## config.mk

```make
export PLATFORM = sky130hd
export DESIGN_NAME = pl0_token_scanner_unit_flat
export DESIGN_NICKNAME = d
export VERILOG_FILES = /design/src/hw/rtl/pl0ts_pkg.sv /design/src/hw/rtl/pl0ts_if.sv /design/src/hw/rtl/pl0ts_out_queue.sv /design/src/hw/rtl/pl0_token_scanner_unit.sv /design/src/flat_wrapper.sv
export SDC_FILE = /design/constraint.sdc
export NUM_CORES = 1
export LEC_CHECK = 0
export BUFFER_PORTS_ARGS = -buffer_cell sky130_fd_sc_hd__buf_4
export CORE_MARGIN = 1
export CORE_UTILIZATION = 53
export CTS_CLUSTER_SIZE = 40
export DETAILED_ROUTE_END_ITERATION = 16
export GPL_TIMING_DRIVEN = 1
export PLACE_DENSITY = 0.72
export SYNTH_ARGS = -nofsm -noshare
export SYNTH_HDL_FRONTEND = slang
export SYNTH_SLANG_ARGS = --single-unit
```

## constraint.sdc

```tcl
create_clock -name i_clk -period 8.13 [get_ports i_clk]
set_input_delay 0 -clock i_clk [delete_from_list [all_inputs] [get_ports i_clk]]
set_output_delay 0 -clock i_clk [all_outputs]
set_load 0.05 [all_outputs]
```

## src/hw/rtl/pl0ts_pkg.sv

```systemverilog
// Package with types, symbol numbers and keyword matching for the PL/0 token scanner.
package pl0ts_pkg;

    localparam int IDENT_MAX_CHARS_DEF   = 11;
    localparam int NUMBER_MAX_DIGITS_DEF = 5;
    localparam int NAME_STORE            = 11;

    localparam logic [2:0] ST_TOKEN     = 3'd0;
    localparam logic [2:0] ST_IDENT_LONG = 3'd1;
    localparam logic [2:0] ST_NUM_LONG  = 3'd2;
    localparam logic [2:0] ST_LETTER_NUM = 3'd3;
    localparam logic [2:0] ST_INVALID   = 3'd4;

    localparam logic [5:0] SYM_IDENT  = 6'd2;
    localparam logic [5:0] SYM_NUMBER = 6'd3;
    localparam logic [5:0] SYM_PLUS   = 6'd4;
    localparam logic [5:0] SYM_MINUS  = 6'd5;
    localparam logic [5:0] SYM_TIMES  = 6'd6;
    localparam logic [5:0] SYM_SLASH  = 6'd7;
    localparam logic [5:0] SYM_EQL    = 6'd9;
    localparam logic [5:0] SYM_NEQ    = 6'd10;
    localparam logic [5:0] SYM_LSS    = 6'd11;
    localparam logic [5:0] SYM_LEQ    = 6'd12;
    localparam logic [5:0] SYM_GTR    = 6'd13;
    localparam logic [5:0] SYM_GEQ    = 6'd14;
    localparam logic [5:0] SYM_LPAREN = 6'd15;
    localparam logic [5:0] SYM_RPAREN = 6'd16;
    localparam logic [5:0] SYM_COMMA  = 6'd17;
    localparam logic [5:0] SYM_SEMI   = 6'd18;
    localparam logic [5:0] SYM_PERIOD = 6'd19;
    localparam logic [5:0] SYM_BECOMES = 6'd20;
    localparam logic [5:0] SYM_BEGIN  = 6'd21;
    localparam logic [5:0] SYM_END    = 6'd22;
    localparam logic [5:0] SYM_IF     = 6'd23;
    localparam logic [5:0] SYM_THEN   = 6'd24;
    localparam logic [5:0] SYM_WHILE  = 6'd25;
    localparam logic [5:0] SYM_DO     = 6'd26;
    localparam logic [5:0] SYM_CALL   = 6'd27;
    localparam logic [5:0] SYM_CONST  = 6'd28;
    localparam logic [5:0] SYM_VAR    = 6'd29;
    localparam logic [5:0] SYM_PROC   = 6'd30;
    localparam logic [5:0] SYM_WRITE  = 6'd31;
    localparam logic [5:0] SYM_READ   = 6'd32;
    localparam logic [5:0] SYM_ELSE   = 6'd33;
    localparam logic [5:0] SYM_NONE   = 6'd0;

    typedef enum logic [10:0] {
        M_IDLE       = 11'b000_0000_0001,
        M_IDENT      = 11'b000_0000_0010,
        M_NUM        = 11'b000_0000_0100,
        M_LT         = 11'b000_0000_1000,
        M_GT         = 11'b000_0001_0000,
        M_COLON      = 11'b000_0010_0000,
        M_SLASH      = 11'b000_0100_0000,
        M_BLOCK      = 11'b000_1000_0000,
        M_BLOCK_STAR = 11'b001_0000_0000,
        M_LINE       = 11'b010_0000_0000,
        M_ERROR      = 11'b100_0000_0000
    } t_mode;

    typedef struct packed {
        logic [2:0]  status;
        logic [5:0]  token_type;
        logic [16:0] number_value;
        logic [63:0] name_low;
        logic [23:0] name_high;
        logic [3:0]  name_length;
        logic        last_of_run;
    } t_result;

    typedef struct packed {
        logic [7:0] source_byte;
        logic       end_of_source;
    } t_item;

    function automatic logic is_letter(input logic [7:0] c);
        return (c >= 8'h61 && c <= 8'h7a) || (c >= 8'h41 && c <= 8'h5a);
    endfunction

    function automatic logic is_digit(input logic [7:0] c);
        return c >= 8'h30 && c <= 8'h39;
    endfunction

    function automatic logic is_space(input logic [7:0] c);
        return c == 8'h20 || (c >= 8'h09 && c <= 8'h0d);
    endfunction

    function automatic t_result tok(input logic [5:0] t);
        t_result r;
        r = '0;
        r.token_type = t;
        return r;
    endfunction

    function automatic t_result err(input logic [2:0] s);
        t_result r;
        r = '0;
        r.status = s;
        return r;
    endfunction

    // Keyword lookup over the packed name; returns zero when no keyword matches.
    function automatic logic [5:0] keyword_sym(input logic [87:0] nm, input logic [3:0] len);
        logic [5:0] s;
        s = SYM_NONE;
        case (len)
            4'd2: begin
                if (nm[15:0] == "fi") s = SYM_IF;
                else if (nm[15:0] == "od") s = SYM_DO;
            end
            4'd3: begin
                if (nm[23:0] == "dne") s = SYM_END;
                else if (nm[23:0] == "rav") s = SYM_VAR;
            end
            4'd4: begin
                if (nm[31:0] == "neht") s = SYM_THEN;
                else if (nm[31:0] == "llac") s = SYM_CALL;
                else if (nm[31:0] == "daer") s = SYM_READ;
                else if (nm[31:0] == "esle") s = SYM_ELSE;
            end
            4'd5: begin
                if (nm[39:0] == "nigeb") s = SYM_BEGIN;
                else if (nm[39:0] == "elihw") s = SYM_WHILE;
                else if (nm[39:0] == "tsnoc") s = SYM_CONST;
                else if (nm[39:0] == "etirw") s = SYM_WRITE;
            end
            4'd9: begin
                if (nm[71:0] == "erudecorp") s = SYM_PROC;
            end
            default: s = SYM_NONE;
        endcase
        return s;
    endfunction

endpackage

```

## src/hw/rtl/pl0ts_if.sv

```systemverilog
// Valid/ready channel interface carrying one payload per transaction.
interface pl0ts_if #(parameter type T = logic);
    logic valid;
    logic ready;
    T     data;
    modport source (output valid, output data, input ready);
    modport sink (input valid, input data, output ready);
endinterface

```

## src/hw/rtl/pl0ts_out_queue.sv

```systemverilog
// Two-entry result queue that decouples the scanner from the output channel.
module pl0ts_out_queue import pl0ts_pkg::*; (
    input  logic    i_clk,
    input  logic    i_rst_n,
    input  logic    i_push,
    input  logic    i_push2,
    input  t_result i_res0,
    input  t_result i_res1,
    output logic    o_empty,
    output logic    o_valid,
    output t_result o_data,
    input  logic    i_pop
);
    t_result    r_q [2];
    logic [1:0] r_cnt;
    logic [1:0] n_cnt;
    logic [1:0] w_rem;

    assign o_valid = r_cnt != 2'd0;
    assign o_empty = r_cnt == 2'd0;
    assign o_data  = r_q[0];
    assign w_rem   = r_cnt - {1'b0, i_pop};
    assign n_cnt   = w_rem + (i_push ? (i_push2 ? 2'd2 : 2'd1) : 2'd0);

    always_ff @(posedge i_clk) begin
        if (!i_rst_n) begin
            r_cnt <= 2'd0;
        end else begin
            r_cnt <= n_cnt;
        end
    end

    always_ff @(posedge i_clk) begin
        if (i_push && w_rem == 2'd0) begin
            r_q[0] <= i_res0;
            r_q[1] <= i_res1;
        end else begin
            if (i_pop) begin
                r_q[0] <= r_q[1];
            end
            if (i_push) begin
                r_q[1] <= i_res0;
            end
        end
    end

`ifndef SYNTHESIS
    a_no_overflow: assert property (@(posedge i_clk) disable iff (!i_rst_n)
        i_push |-> (w_rem == 2'd0 || (w_rem == 2'd1 && !i_push2)))
        else $error("result queue overflow");
    a_no_underflow: assert property (@(posedge i_clk) disable iff (!i_rst_n)
        i_pop |-> r_cnt != 2'd0)
        else $error("result queue underflow");
    a_count_range: assert property (@(posedge i_clk) disable iff (!i_rst_n)
        r_cnt != 2'd3)
        else $error("result queue count out of range");
`endif
endmodule

```

## src/hw/rtl/pl0_token_scanner_unit.sv

```systemverilog
// Top level of the PL/0 token scanner: scan state, token formation and channels.
// Each byte is held in the input register, and its results in the output queue.
// One byte per cycle if not stalled; a byte with two results waits for an empty queue.
// The output queue holds two results, so input also waits while the sink stalls.
// Reset is synchronous and active low; it returns the scanner to idle and empties the queue.
// The stored name characters are not cleared by reset.
module pl0_token_scanner_unit import pl0ts_pkg::*; #(
    parameter int IDENT_MAX_CHARS   = IDENT_MAX_CHARS_DEF,
    parameter int NUMBER_MAX_DIGITS = NUMBER_MAX_DIGITS_DEF
) (
    input logic i_clk,
    input logic i_rst_n,
    pl0ts_if.sink   in_ch,
    pl0ts_if.source out_ch
);
    t_mode       r_mode, n_mode;
    logic [7:0]  r_name [NAME_STORE];
    logic [3:0]  r_cnt, n_cnt;
    logic [16:0] r_val, n_val;
    logic [2:0]  r_dig, n_dig;
    logic        r_iv;
    t_item       r_in;
    t_result     w_res [2];
    logic [1:0]  w_n;
    logic        w_wr;
    logic [3:0]  w_wa;
    logic        w_empty;
    logic        w_qvalid;
    logic        w_take;
    logic [87:0] w_nm;
    t_result     w_ident;
    logic [5:0]  w_kw;
    logic [7:0]  c;
    logic        eos;
    logic        w_stall;

    // Input register is taken when empty or when its item moves on this cycle.
    assign w_stall     = r_iv && !w_empty && !(w_qvalid && out_ch.ready && w_n != 2'd2);
    assign in_ch.ready = !w_stall;
    assign w_take      = r_iv && !w_stall;

    always_ff @(posedge i_clk) begin
        if (!i_rst_n) begin
            r_iv <= 1'b0;
        end else if (in_ch.ready) begin
            r_iv <= in_ch.valid;
        end
    end

    always_ff @(posedge i_clk) begin
        if (in_ch.ready && in_ch.valid) begin
            r_in <= in_ch.data;
        end
    end

    assign c   = r_in.source_byte;
    assign eos = r_in.end_of_source;

    always_comb begin
        w_nm = '0;
        for (int i = 0; i < NAME_STORE; i++) begin
            if (4'(i) < r_cnt) begin
                w_nm[8*i +: 8] = r_name[i];
            end
        end
    end

    assign w_kw = keyword_sym(w_nm, r_cnt);

    always_comb begin
        w_ident = tok(w_kw);
        if (w_kw == SYM_NONE) begin
            w_ident.token_type  = SYM_IDENT;
            w_ident.name_low    = w_nm[63:0];
            w_ident.name_high   = w_nm[87:64];
            w_ident.name_length = r_cnt;
        end
    end

    always_comb begin
        t_mode   m;
        logic    start;
        logic    pend_num_ok;
        t_result num_res;
        m = r_mode;
        start = 1'b0;
        n_cnt = r_cnt;
        n_val = r_val;
        n_dig = r_dig;
        w_wr = 1'b0;
        w_wa = 4'd0;
        w_n = 2'd0;
        w_res[0] = '0;
        w_res[1] = '0;
        num_res = tok(SYM_NUMBER);
        num_res.number_value = r_val;
        pend_num_ok = r_dig <= 3'(NUMBER_MAX_DIGITS);
        case (r_mode)
            M_IDENT: begin
                if (is_letter(c) || is_digit(c)) begin
                    if (r_cnt >= 4'(IDENT_MAX_CHARS)) begin
                        w_res[0] = err(ST_IDENT_LONG);
                        w_n = 2'd1;
                        m = M_ERROR;
                    end else begin
                        w_wr = 1'b1;
                        w_wa = r_cnt;
                        n_cnt = r_cnt + 4'd1;
                    end
                end else begin
                    w_res[0] = w_ident;
                    w_n = 2'd1;
                    start = 1'b1;
                end
            end
            M_NUM: begin
                if (is_digit(c)) begin
                    if (r_dig < 3'(NUMBER_MAX_DIGITS)) begin
                        n_val = 17'((r_val << 3) + (r_val << 1) + 17'(c - 8'h30));
                        n_dig = r_dig + 3'd1;
                    end else begin
                        n_dig = 3'(NUMBER_MAX_DIGITS + 1);
                    end
                end else if (is_letter(c)) begin
                    w_res[0] = err(ST_LETTER_NUM);
                    w_n = 2'd1;
                    m = M_ERROR;
                end else if (!pend_num_ok) begin
                    w_res[0] = err(ST_NUM_LONG);
                    w_n = 2'd1;
                    m = M_ERROR;
                end else begin
                    w_res[0] = num_res;
                    w_n = 2'd1;
                    start = 1'b1;
                end
            end
            M_LT: begin
                if (c == "=") begin
                    w_res[0] = tok(SYM_LEQ); w_n = 2'd1; m = M_IDLE;
                end else if (c == ">") begin
                    w_res[0] = tok(SYM_NEQ); w_n = 2'd1; m = M_IDLE;
                end else begin
                    w_res[0] = tok(SYM_LSS); w_n = 2'd1; start = 1'b1;
                end
            end
            M_GT: begin
                if (c == "=") begin
                    w_res[0] = tok(SYM_GEQ); w_n = 2'd1; m = M_IDLE;
                end else begin
                    w_res[0] = tok(SYM_GTR); w_n = 2'd1; start = 1'b1;
                end
            end
            M_COLON: begin
                w_n = 2'd1;
                if (c == "=") begin
                    w_res[0] = tok(SYM_BECOMES); m = M_IDLE;
                end else begin
                    w_res[0] = err(ST_INVALID); m = M_ERROR;
                end
            end
            M_SLASH: begin
                if (c == "*") begin
                    m = M_BLOCK;
                end else if (c == "/") begin
                    m = M_LINE;
                end else begin
                    w_res[0] = tok(SYM_SLASH); w_n = 2'd1; start = 1'b1;
                end
            end
            M_BLOCK: begin
                if (c == "*") m = M_BLOCK_STAR;
            end
            M_BLOCK_STAR: begin
                if (c == "/") m = M_IDLE;
                else if (c != "*") m = M_BLOCK;
            end
            M_LINE: begin
                if (c == 8'h0a) m = M_IDLE;
            end
            M_ERROR: begin
                m = M_ERROR;
            end
            default: start = 1'b1;
        endcase

        if (start) begin
            t_result sr;
            logic    emit;
            sr = '0;
            emit = 1'b0;
            m = M_IDLE;
            if (is_letter(c)) begin
                m = M_IDENT;
                w_wr = 1'b1;
                w_wa = 4'd0;
                n_cnt = 4'd1;
            end else if (is_digit(c)) begin
                m = M_NUM;
                n_val = 17'(c - 8'h30);
                n_dig = 3'd1;
            end else if (!is_space(c)) begin
                emit = 1'b1;
                case (c)
                    "<": begin m = M_LT; emit = 1'b0; end
                    ">": begin m = M_GT; emit = 1'b0; end
                    ":": begin m = M_COLON; emit = 1'b0; end
                    "/": begin m = M_SLASH; emit = 1'b0; end
                    "+": sr = tok(SYM_PLUS);
                    "-": sr = tok(SYM_MINUS);
                    "*": sr = tok(SYM_TIMES);
                    "=": sr = tok(SYM_EQL);
                    "(": sr = tok(SYM_LPAREN);
                    ")": sr = tok(SYM_RPAREN);
                    ",": sr = tok(SYM_COMMA);
                    ";": sr = tok(SYM_SEMI);
                    ".": sr = tok(SYM_PERIOD);
                    default: begin sr = err(ST_INVALID); m = M_ERROR; end
                endcase
            end
            if (emit) begin
                w_res[w_n[0]] = sr;
                w_n = w_n + 2'd1;
            end
        end

        // End of source flushes the pending token; the mode seen is the one just formed.
        if (eos) begin
            t_result     fr;
            logic        fl;
            logic [87:0] fnm;
            logic [5:0]  fkw;
            fr = '0;
            fl = 1'b1;
            fnm = '0;
            fkw = SYM_NONE;
            case (m)
                M_IDENT: begin
                    // The name includes the character written this cycle.
                    fnm = w_nm;
                    if (n_cnt == 4'd1) begin
                        fnm = {80'd0, c};
                    end else if (w_wr) begin
                        fnm[{r_cnt, 3'b000} +: 8] = c;
                    end
                    fkw = keyword_sym(fnm, n_cnt);
                    fr = tok(fkw);
                    if (fkw == SYM_NONE) begin
                        fr.token_type  = SYM_IDENT;
                        fr.name_low    = fnm[63:0];
                        fr.name_high   = fnm[87:64];
                        fr.name_length = n_cnt;
                    end
                end
                M_NUM: begin
                    if (n_dig > 3'(NUMBER_MAX_DIGITS)) begin
                        fr = err(ST_NUM_LONG);
                    end else begin
                        fr = tok(SYM_NUMBER);
                        fr.number_value = n_val;
                    end
                end
                M_LT:    fr = tok(SYM_LSS);
                M_GT:    fr = tok(SYM_GTR);
                M_COLON: fr = err(ST_INVALID);
                M_SLASH: fr = tok(SYM_SLASH);
                default: fl = 1'b0;
            endcase
            if (fl && w_n != 2'd2) begin
                w_res[w_n[0]] = fr;
                w_n = w_n + 2'd1;
            end
            m = M_IDLE;
            n_cnt = 4'd0;
            n_val = '0;
            n_dig = '0;
        end
        if (w_n == 2'd1) w_res[0].last_of_run = 1'b1;
        if (w_n == 2'd2) w_res[1].last_of_run = 1'b1;
        n_mode = m;
    end

    always_ff @(posedge i_clk) begin
        if (!i_rst_n) begin
            r_mode <= M_IDLE;
            r_cnt  <= 4'd0;
            r_val  <= '0;
            r_dig  <= '0;
        end else if (w_take) begin
            r_mode <= n_mode;
            r_cnt  <= n_cnt;
            r_val  <= n_val;
            r_dig  <= n_dig;
        end
    end

    always_ff @(posedge i_clk) begin
        if (w_take && w_wr) begin
            r_name[w_wa] <= c;
        end
    end

    pl0ts_out_queue u_queue (
        .i_clk   (i_clk),
        .i_rst_n (i_rst_n),
        .i_push  (w_take && w_n != 2'd0),
        .i_push2 (w_n == 2'd2),
        .i_res0  (w_res[0]),
        .i_res1  (w_res[1]),
        .o_empty (w_empty),
        .o_valid (w_qvalid),
        .o_data  (out_ch.data),
        .i_pop   (out_ch.valid && out_ch.ready)
    );
    assign out_ch.valid = w_qvalid;

`ifndef SYNTHESIS
    a_mode_onehot: assert property (@(posedge i_clk) disable iff (!i_rst_n)
        $onehot(r_mode))
        else $error("scan mode not one-hot");
    a_eos_idle: assert property (@(posedge i_clk) disable iff (!i_rst_n)
        (w_take && eos) |=> (r_mode == M_IDLE && r_cnt == 4'd0))
        else $error("end of source did not return to idle");
    a_ident_len: assert property (@(posedge i_clk) disable iff (!i_rst_n)
        r_cnt <= 4'(IDENT_MAX_CHARS))
        else $error("identifier length beyond limit");
`endif
endmodule
```

## src/flat_wrapper.sv

```systemverilog
// flat-port wrapper written by rule: the top's interface ports become plain ports
module pl0_token_scanner_unit_flat import pl0ts_pkg::*;
#(
    parameter int IDENT_MAX_CHARS   = IDENT_MAX_CHARS_DEF,
    parameter int NUMBER_MAX_DIGITS = NUMBER_MAX_DIGITS_DEF
)
  (i_clk, i_rst_n, in_ch_valid, in_ch_data, in_ch_ready, out_ch_valid, out_ch_data, out_ch_ready);
  pl0ts_if in_ch_i ();
  pl0ts_if out_ch_i ();
  input logic i_clk;
  input logic i_rst_n;
  input wire logic [$bits(in_ch_i.valid)-1:0] in_ch_valid;
  input wire logic [$bits(in_ch_i.data)-1:0] in_ch_data;
  output wire logic [$bits(in_ch_i.ready)-1:0] in_ch_ready;
  output wire logic [$bits(out_ch_i.valid)-1:0] out_ch_valid;
  output wire logic [$bits(out_ch_i.data)-1:0] out_ch_data;
  input wire logic [$bits(out_ch_i.ready)-1:0] out_ch_ready;
  assign in_ch_i.valid = in_ch_valid;
  assign in_ch_i.data = in_ch_data;
  assign in_ch_ready = in_ch_i.ready;
  assign out_ch_valid = out_ch_i.valid;
  assign out_ch_data = out_ch_i.data;
  assign out_ch_i.ready = out_ch_ready;
  pl0_token_scanner_unit #(.IDENT_MAX_CHARS(IDENT_MAX_CHARS), .NUMBER_MAX_DIGITS(NUMBER_MAX_DIGITS)) u_core (.i_clk(i_clk), .i_rst_n(i_rst_n), .in_ch(in_ch_i), .out_ch(out_ch_i));
endmodule
```

==> results.cfg, run 1 <==
[outcome]
status = finished, final reports clean

[detailed_routing]
num_vias = 820
dr_wl_met2_um = 849
drc_errors = 0
routed_wl_um = 1910
viasPerCell = 5.58
wl_met3_um = 48
drt-met1-wl_um = 987
topRoutingLayerUsed = met4
drt-initial-drc-count = 17
ant_nets = 0
wl_per_cell_um = 13.0
drt_pass1_iterations = 4

[clock_network]
cts.sinks = 17
clk_latency_ps = 290
numCtsBuffers = 3
tritoncts = built
clk_pin_slew_ps = 100
clock-root-buffer = clkbuf_4
cts_buffer_depth = 2
htreeDepth = 1
post_cts_buffers = 0

[synth]
synth_nets = 123
synth_area_leader_cell = dfxtp_1
synth-async-reset-ratio_pct = 0
ys_top_cells_by_count = 14 x dfxtp_1, 9 x nor2_1, 8 x and3_1, 8 x nand2_1, 7 x inv_1
syn_inst = 115
synth-main-ff-cell = dfxtp_1
synth.avg_cell_area_um2 = 8.89
netlist.area_leader.share_pct = 27.4
yosys_warnings = 0
ys_seq_elements = 17
yosysMostFrequentCell = dfxtp_1
synth_area_leaders = dfxtp_1 27%, edfxtp_1 8.8%, and3_1 4.9%
syn_area_um2 = 1020
synth_cell_type_count = 48
synth_edf_count = 3
ys_seq_area_share_pct = 36.2

[sta]
hold_slack_ps = 19.6
drv_slew = 0
finalSetupTns_ps = 0
layout_min_cycle_time_ps = 3180
finClkSkew_ps = 2.14
rsz0062_at_grt = no
finalSetupViolations = 0
worst_pin_slew_ps = 428
hold_viol_final = 0
fmax_ghz = 0.314
slew_headroom_pct = 71.4
fin_crit_sh_pct = 39.2

[global_route]
grt_pass1_vias = 739
grt_usage_pct = 21.1
overflow = 0
grt_max_degree = 16
grt_first_pass_wirelength_um = 3230
grt_antenna_before_repair = 0

[floorplanning]
dieArea_um2 = 2110
top_level_ports = 8
rows = 15
core_area_um2 = 1760
die_height_um = 45.9
initial_core_util_pct = 57.9
die_x_um = 45.9

[critical_path]
cp_num_buf_inv = 0
crit_type = flip-flop to flip-flop
critPathTopFamily = compound AO/OA/AOI/OAI gates
cp.arrival_ps = 3410
end_kind = flip-flop
crit_path_start_kind = flip-flop
timing.critical_path.mode_cell = ha_1
cp_max_fo = 12
crit_chain = nor3_1 > a21oi_1 > a211oi_2 > o311a_1 > ha_1 > nand2b_1 > a21oi_2 > nand2b_4 > nor2_1 > ha_1 > xnor2_1 > or3_1 > a21boi_1
crit_path_max_incr_delay_ps = 520
cp.required_ps = 8360
crit_slowest_cell = dfxtp_1

[min_path]
hp-class = primary input to flip-flop

[power_and_ir_drop]
power_density_nw_per_um2 = 217
power_mw = 0.243
leakagePower_nw = 0.492
vdd_ir_drop_max_mv = 0.155

[final_layout]
n_fill_cell = 180
final_util_pct = 63.4
drive_gt1_share_pct = 20.5
nets = 131
antenna_cells = 0
area_growth_pct = 9.42

[placed_design]
gp_congestion = 0.842
hpwlAfterDp_um = 1340
io_buffers = 7

[run]
maxCapViolCount = 0
==> final cells by class <==
| type | instances | area, µm² | area share [%] |
|---|---|---|---|
| Sequential cell | 17 | 370 | 33.1 |
| Multi-Input combinational cell | 83 | 583 | 52.1 |
| Timing Repair Buffer | 9 | 72.6 | 6.49 |
| Clock inverter | 1 | 5.00 | 0.447 |
| Tap cell | 25 | 31.3 | 2.80 |
| Inverter | 9 | 33.8 | 3.02 |
| Clock buffer | 3 | 22.5 | 2.01 |
==> per-stage QoR <==
stage / setup slack [ps] / area [µm²] / cells
finish: 4950 / 1120 / 147
global route: 4630 / 1120 / 147
CTS: 4920 / 1120 / 147
detailed placement: 4960 / 1070 / 141
global placement: 5020 / 1070 / 141
floorplan: 5230 / 1020 / 115
==> metal layers <==
| layer | GRT usage [%] | vias up |
|---|---|---|
| met5 | 0 | - |
| met4 | 7.06 | 0 |
| met3 | 3.57 | 4 |
| met2 | 30.7 | 12 |
| met1 | 31.2 | 375 |
| li1 | - | 429 |
==> sequential cells by signal (all words and copies together), names as in the netlist <==
register,flops
u_core.eos,1
u_core.r_iv,1
u_core.r_mode,11
u_core.u_queue.r_cnt,2
u_core.u_queue.r_q,2
==> kinds of logic (layout without fill, tap and decap cells) <==
kind of cell | count (synthesis) | count (layout) | share of synthesized area (%)
simple gates | 50 | 50 | 28.9
fa+ha+maj | 3 | 3 | 3.67
xor+xnor | 4 | 4 | 4.16
flops | 17 | 17 | 36.2
buf+inv | 15 | 22 | 6.73
compound gates | 26 | 26 | 20.3
==> placed cells by master (no fill, tap or decap), types with 3 or more instances in the layout <==
cell | netlist | layout
dfxtp_1 | 14 | 14
clkbuf_4 | 0 | 3
ha_1 | 3 | 3
and2_1 | 3 | 3
nor4_1 | 3 | 3
o21ai_0 | 6 | 6
nor2_1 | 9 | 9
and3_1 | 8 | 8
buf_4 | 0 | 7
nor3_1 | 3 | 3
edfxtp_1 | 3 | 3
nand2_1 | 8 | 8
inv_1 | 7 | 7
==> report_power, final <==
part           switching [mW]  total, mW  internal [mW]
clock                  0.0279     0.0462         0.0183
sequential            0.00632      0.102         0.0957
combinational          0.0586     0.0949         0.0363
==> worst register-to-register path, delay by kind of cell, from the launching register on <==
kind                       cells  cell delay [ps]
xor gates and xnor gates       1              130
and+or+nand+nor                5              950
AOI/OAI and AO/OA              5              970
DFF                            1              520
adders and majority gates      2              550
==> path summary, 6_finish.rpt <==
kind,from,end,slack (ps),cells after the start
hold reg to reg,u_core.r_mode[0],u_core.r_mode[0],510,1
setup / recovery,u_core.r_mode[5],u_core.u_queue.r_cnt[1],4950,13
setup reg to reg,u_core.r_mode[5],u_core.u_queue.r_cnt[1],4950,13
hold / removal,i_rst_n,u_core.r_mode[9],20,2
==> repair_timing <==
item,4_1_cts,5_1_grt
resized for setup,0,0
hold buffers,2,0
endpoints found under the hold margin,2,0
Power figures use the tool's default switching activity.
==> run 2: changes to the inputs <==
==> constraint.sdc (replaced) <==
create_clock -name i_clk -period 3.25 [get_ports i_clk]
set_input_delay 0 -clock i_clk [delete_from_list [all_inputs] [get_ports i_clk]]
set_output_delay 0 -clock i_clk [all_outputs]
set_load 0.05 [all_outputs]
==> run 2 against run 1 <==
Count of clock-buffer cells in the layout grew 1. Sequential share of layout area shrank 0.11 points. Fmax grew 9.8%. Core utilization grew 0.43 points. Critical endpoint unchanged. Largest cell class unchanged. Highest routed layer unchanged.
==> results.cfg, run 2 (synthesized netlist as in run 1, its figures left out) <==
[floorplanning]
core_area_um2 = 1760
rows = 15
die_x_um = 45.9
top_level_ports = 8
die_height_um = 45.9
initial_core_util_pct = 57.9
dieArea_um2 = 2110

[sta]
finClkSkew_ps = 4.02
finalSetupTns_ps = 0
worst_pin_slew_ps = 444
finalSetupViolations = 0
fin_crit_sh_pct = 89.2
rsz0062_at_grt = no
hold_viol_final = 0
fmax_ghz = 0.345
layout_min_cycle_time_ps = 2900
slew_headroom_pct = 70.4
drv_slew = 0
setup_ws_ps = 351

[clock_network]
htreeDepth = 1
clk_latency_ps = 300
cts_buffer_depth = 2
clock-root-buffer = clkbuf_4
clk_pin_slew_ps = 100
tritoncts = built
numCtsBuffers = 3
post_cts_buffers = 0
cts.sinks = 17

[final_layout]
antenna_cells = 0
seq_area_um2 = 372
nets = 132
area_growth_pct = 10.2
top_register = u_core.r_mode
mostFrequentLayoutCells = 13 x dfxtp_1, 9 x nor2_1, 8 x nand2_1, 8 x and3_1, 8 x buf_4
n_fill_cell = 172
drive_gt1_share_pct = 21.1
top_regs = u_core.r_mode x11, u_core.u_queue.r_cnt x2, u_core.u_queue.r_q x2
largest_reg_flops = 11
mostFrequentLayoutCell = dfxtp_1
multi_input_area_um2 = 583

[power_and_ir_drop]
seqPwrFrac_pct = 41.5
power_frac_comb_pct = 39.5
switching_share_pct = 38.1
leakagePower_nw = 0.496
clkPwrFrac_pct = 19.1
power_density_nw_per_um2 = 548
vdd_ir_drop_max_mv = 0.349
p_switching_mw = 0.235
intPower_mw = 0.382

[critical_path]
crit_start = u_core.r_mode[6]
end_kind = flip-flop
crit_end = u_core.u_queue.r_cnt[1]
reg2reg_from = u_core.r_mode[6]
cp.required_ps = 3490
crit_type = flip-flop to flip-flop
cp.arrival_ps = 3140
r2r_cells = 13
rrSetupSlack_ps = 350
crit_path_start_kind = flip-flop
rr_endpoint = u_core.u_queue.r_cnt[1]
cp_max_fo = 12

[detailed_routing]
viasPerCell = 5.60
wl_per_cell_um = 13.3
num_vias = 829
drt-initial-drc-count = 11
ant_nets = 0
drc_errors = 0
routed_wl_um = 1960
drt_pass1_iterations = 4

[placed_design]
hpwlAfterDp_um = 1400
preCtsSetupSlack_ps = 262
io_buffers = 7
gp_congestion = 0.800

[run]
maxCapViolCount = 0

[global_route]
grt_first_pass_wirelength_um = 3180
grt_pass1_vias = 756
grt_antenna_before_repair = 0
grt_usage_pct = 21.8
grt_max_degree = 16
overflow = 0

[outcome]
status = finished, final reports clean

[min_path]
hp-class = primary input to flip-flop
[run 2: critical path, cell delays in order (launching register included)]
cell,delay [ps]
dfxtp_1,440
nor3_1,90
a21oi_1,180
a211oi_2,80
o311a_1,290
ha_1,370
nand2b_1,200
a21oi_2,170
nand2b_4,210
nor2_1,60
ha_1,180
xnor2_1,130
or3_1,310
a21boi_1,140
[run 2: layout make-up]
class | instances | area share, %
inverter | 9 | 3.00
tap | 25 | 2.78
multi-input combinational | 83 | 51.8
timing repair buffer | 10 | 7.11
sequential | 17 | 33.0
clock buffer | 4 | 2.33
[run 2: metal layers]
layer,vias to the layer above,global-route usage (%),share of wire [%]
li1,432,-,-
met1,380,27.5,49
met2,12,33.0,46
met3,5,3.97,2.0
met4,0,15.9,2.9
met5,-,0,0
[run 2: per-stage QoR]
stage	util (%)	cells	instance area [µm²]	power (mW)	hold WS, ps
global route	63.8	148	1130	0.652	0.598
finish	63.8	148	1130	0.617	9.32
detailed placement	61.1	142	1080	0.501	186
CTS	63.8	148	1120	0.621	2.23
floorplan	-	115	1020	0.448	98.9
global placement	61.1	142	1080	0.494	178
[run 2: worst min path at each step]
| stage | cells past startpoint | start | endpoint | slack (ps) |
|---|---|---|---|---|
| finish | 2 | i_rst_n | u_core.r_mode[9] | 9 |
| global route | 2 | i_rst_n | u_core.r_mode[9] | 0.6 |
| CTS | 2 | i_rst_n | u_core.r_mode[9] | 2 |
| detailed placement | 1 | in_ch_data | u_core.eos | 190 |
| global placement | 1 | in_ch_data | u_core.eos | 180 |
| floorplan | 0 | in_ch_data | u_core.eos | 100 |
[run 2: timing repair]
action                     CTS  global route
gates resized for setup      0             1
hold endpoints to repair     2             0
setup endpoints to repair    0             1
hold buffers                 2             0
[run 2: power by group through the flow]
stage	clock, mW	combinational, mW	sequential (mW)
3_5_place_dp	0	0.240	0.261
6_report	0.118	0.244	0.256
5_1_grt	0.130	0.264	0.259
4_1_cts	0.122	0.243	0.256
2_1_floorplan	0	0.175	0.273
3_3_place_gp	0	0.233	0.260
==> run 3: changes to the inputs <==
--- a/config.mk
+++ b/config.mk
@@ -11,7 +11,7 @@
 export CTS_CLUSTER_SIZE = 40
 export DETAILED_ROUTE_END_ITERATION = 16
 export GPL_TIMING_DRIVEN = 1
-export PLACE_DENSITY = 0.72
+export PLACE_DENSITY = 0.7
 export SYNTH_ARGS = -nofsm -noshare
 export SYNTH_HDL_FRONTEND = slang
 export SYNTH_SLANG_ARGS = --single-unit
==> run 3 against run 2 <==
Wire length is 1.1% lower. Clock skew rose by 1.0 ps. Count of clock-buffer cells in the layout decreased by 1. Register-to-register slack better by 20 ps. Clock power is essentially flat. Fmax up 0.86%. Cell count grew 1.4%. Global-route usage shrank 1.3 points. Combinational power about the same. Final area grew 1.4%. Sequential cell count stayed put. Worst hold slack improved by 5.4 ps. Largest cell class unchanged.
==> results.cfg, run 3 (synthesized netlist as in run 1, its figures left out) <==
[min_path]
hp-class = primary input to flip-flop

[final_layout]
area_growth_pct = 11.8
antenna_cells = 0
mostFrequentLayoutCell = dfxtp_1
largest_reg_flops = 11
fin_area_um2 = 1140
final_util_pct = 64.8
drive_gt1_share_pct = 22.4
nets = 134
top_regs = u_core.r_mode x11, u_core.u_queue.r_cnt x2, u_core.u_queue.r_q x2
top_register = u_core.r_mode
n_fill_cell = 170
mostFrequentLayoutCells = 14 x dfxtp_1, 10 x buf_4, 9 x nor2_1

[detailed_routing]
num_vias = 870
drt-met1-wl_um = 1020
dr_wl_met2_um = 829
viasPerCell = 5.80
ant_nets = 0
wl_per_cell_um = 12.9
topRoutingLayerUsed = met4
wl_met3_um = 68
drt_pass1_iterations = 5
drt-initial-drc-count = 34
routed_wl_um = 1940
drc_errors = 0

[global_route]
overflow = 0
grt_pass1_vias = 706
grt_first_pass_wirelength_um = 3110
grt_max_degree = 16
grt_antenna_before_repair = 0
grt_usage_pct = 20.5

[clock_network]
htreeDepth = 1
clock-root-buffer = clkbuf_4
cts_buffer_depth = 2
clk_pin_slew_ps = 110
ctsResizeCount = 0
tritoncts = built
numCtsBuffers = 3
cts.sinks = 17
clk_latency_ps = 290

[outcome]
status = finished, final reports clean

[floorplanning]
die_height_um = 45.9
initial_core_util_pct = 57.9
die_x_um = 45.9
top_level_ports = 8
rows = 15
dieArea_um2 = 2110
core_area_um2 = 1760

[sta]
worst_pin_slew_ps = 447
finalSetupViolations = 0
fin_crit_sh_pct = 88.4
slew_headroom_pct = 70.1
hold_viol_final = 0
fmax_ghz = 0.348
finClkSkew_ps = 5.04
layout_min_cycle_time_ps = 2870
drv_slew = 0
finalSetupTns_ps = 0
rsz0062_at_grt = no
setup_ws_ps = 376

[run]
maxCapViolCount = 0

[critical_path]
cp_max_fo = 12
end_kind = flip-flop
cp.required_ps = 3490
crit_path_max_incr_delay_ps = 430
rrSetupSlack_ps = 380
crit_slowest_cell = dfxtp_1
timing.critical_path.mode_cell = ha_1
cp.arrival_ps = 3110
crit_chain = nor3_1 > a21oi_1 > a211oi_2 > o311a_1 > ha_1 > nand2b_1 > a21oi_2 > nand2b_4 > nor2_1 > ha_1 > xnor2_1 > or3_1 > a21boi_1
crit_type = flip-flop to flip-flop
crit_path_start_kind = flip-flop

[placed_design]
dpl_cell_area_um2 = 1090
preCtsSetupSlack_ps = 428
gp_congestion = 0.886
io_buffers = 7
hpwlAfterDp_um = 1400

[power_and_ir_drop]
power_density_nw_per_um2 = 542
leakagePower_nw = 0.508
power_mw = 0.619
vdd_ir_drop_max_mv = 0.423
-- run 3: worst paths after layout --
check                    from                 endpoint  cells past startpoint
max          u_core.r_mode[6]  u_core.u_queue.r_cnt[1]                     13
min                   i_rst_n         u_core.r_mode[9]                      2
max reg2reg  u_core.r_mode[6]  u_core.u_queue.r_cnt[1]                     13
min reg2reg  u_core.r_mode[0]         u_core.r_mode[0]                      1
-- run 3: layout make-up --
type / count / area [µm²] / share of cell area (%)
Inverter: 9 / 33.8 / 2.96
Clock buffer: 3 / 22.5 / 1.97
Timing Repair Buffer: 12 / 95.1 / 8.32
Sequential cell: 17 / 370 / 32.4
Multi-Input combinational cell: 83 / 583 / 51.0
Tap cell: 25 / 31.3 / 2.74
Clock inverter: 1 / 6.26 / 0.548
-- run 3: power by group --
| group | switching (mW) | internal (mW) |
|---|---|---|
| clock network | 0.0740 | 0.0475 |
| registers | 0.0159 | 0.239 |
| logic | 0.147 | 0.0949 |
-- run 3: per-stage QoR --
stage,cells,hold slack (ps)
6_report,150,14.7
4_1_cts,150,1.34
5_1_grt,150,2.72
3_5_place_dp,144,180
2_1_floorplan,115,98.9
3_3_place_gp,144,178
-- run 3: repair_timing --
action	CTS	global route
setup buffers	0	0
hold endpoints to repair	2	0
hold buffers	2	0
-- run 3: critical path, delay by kind of cell (launching register included) --
kind	cells	cell delay, ps
AOI/OAI and AO/OA	5	900
xor gates and xnor gates	1	130
adders and majority gates	2	480
and+or+nand+nor	5	870
DFF	1	430
-- run 3: per-layer routing --
metal	vias up	track usage (%)
met2	23	28.2
met5	-	0
met3	4	3.57
met1	409	31.5
met4	0	7.06
li1	434	-
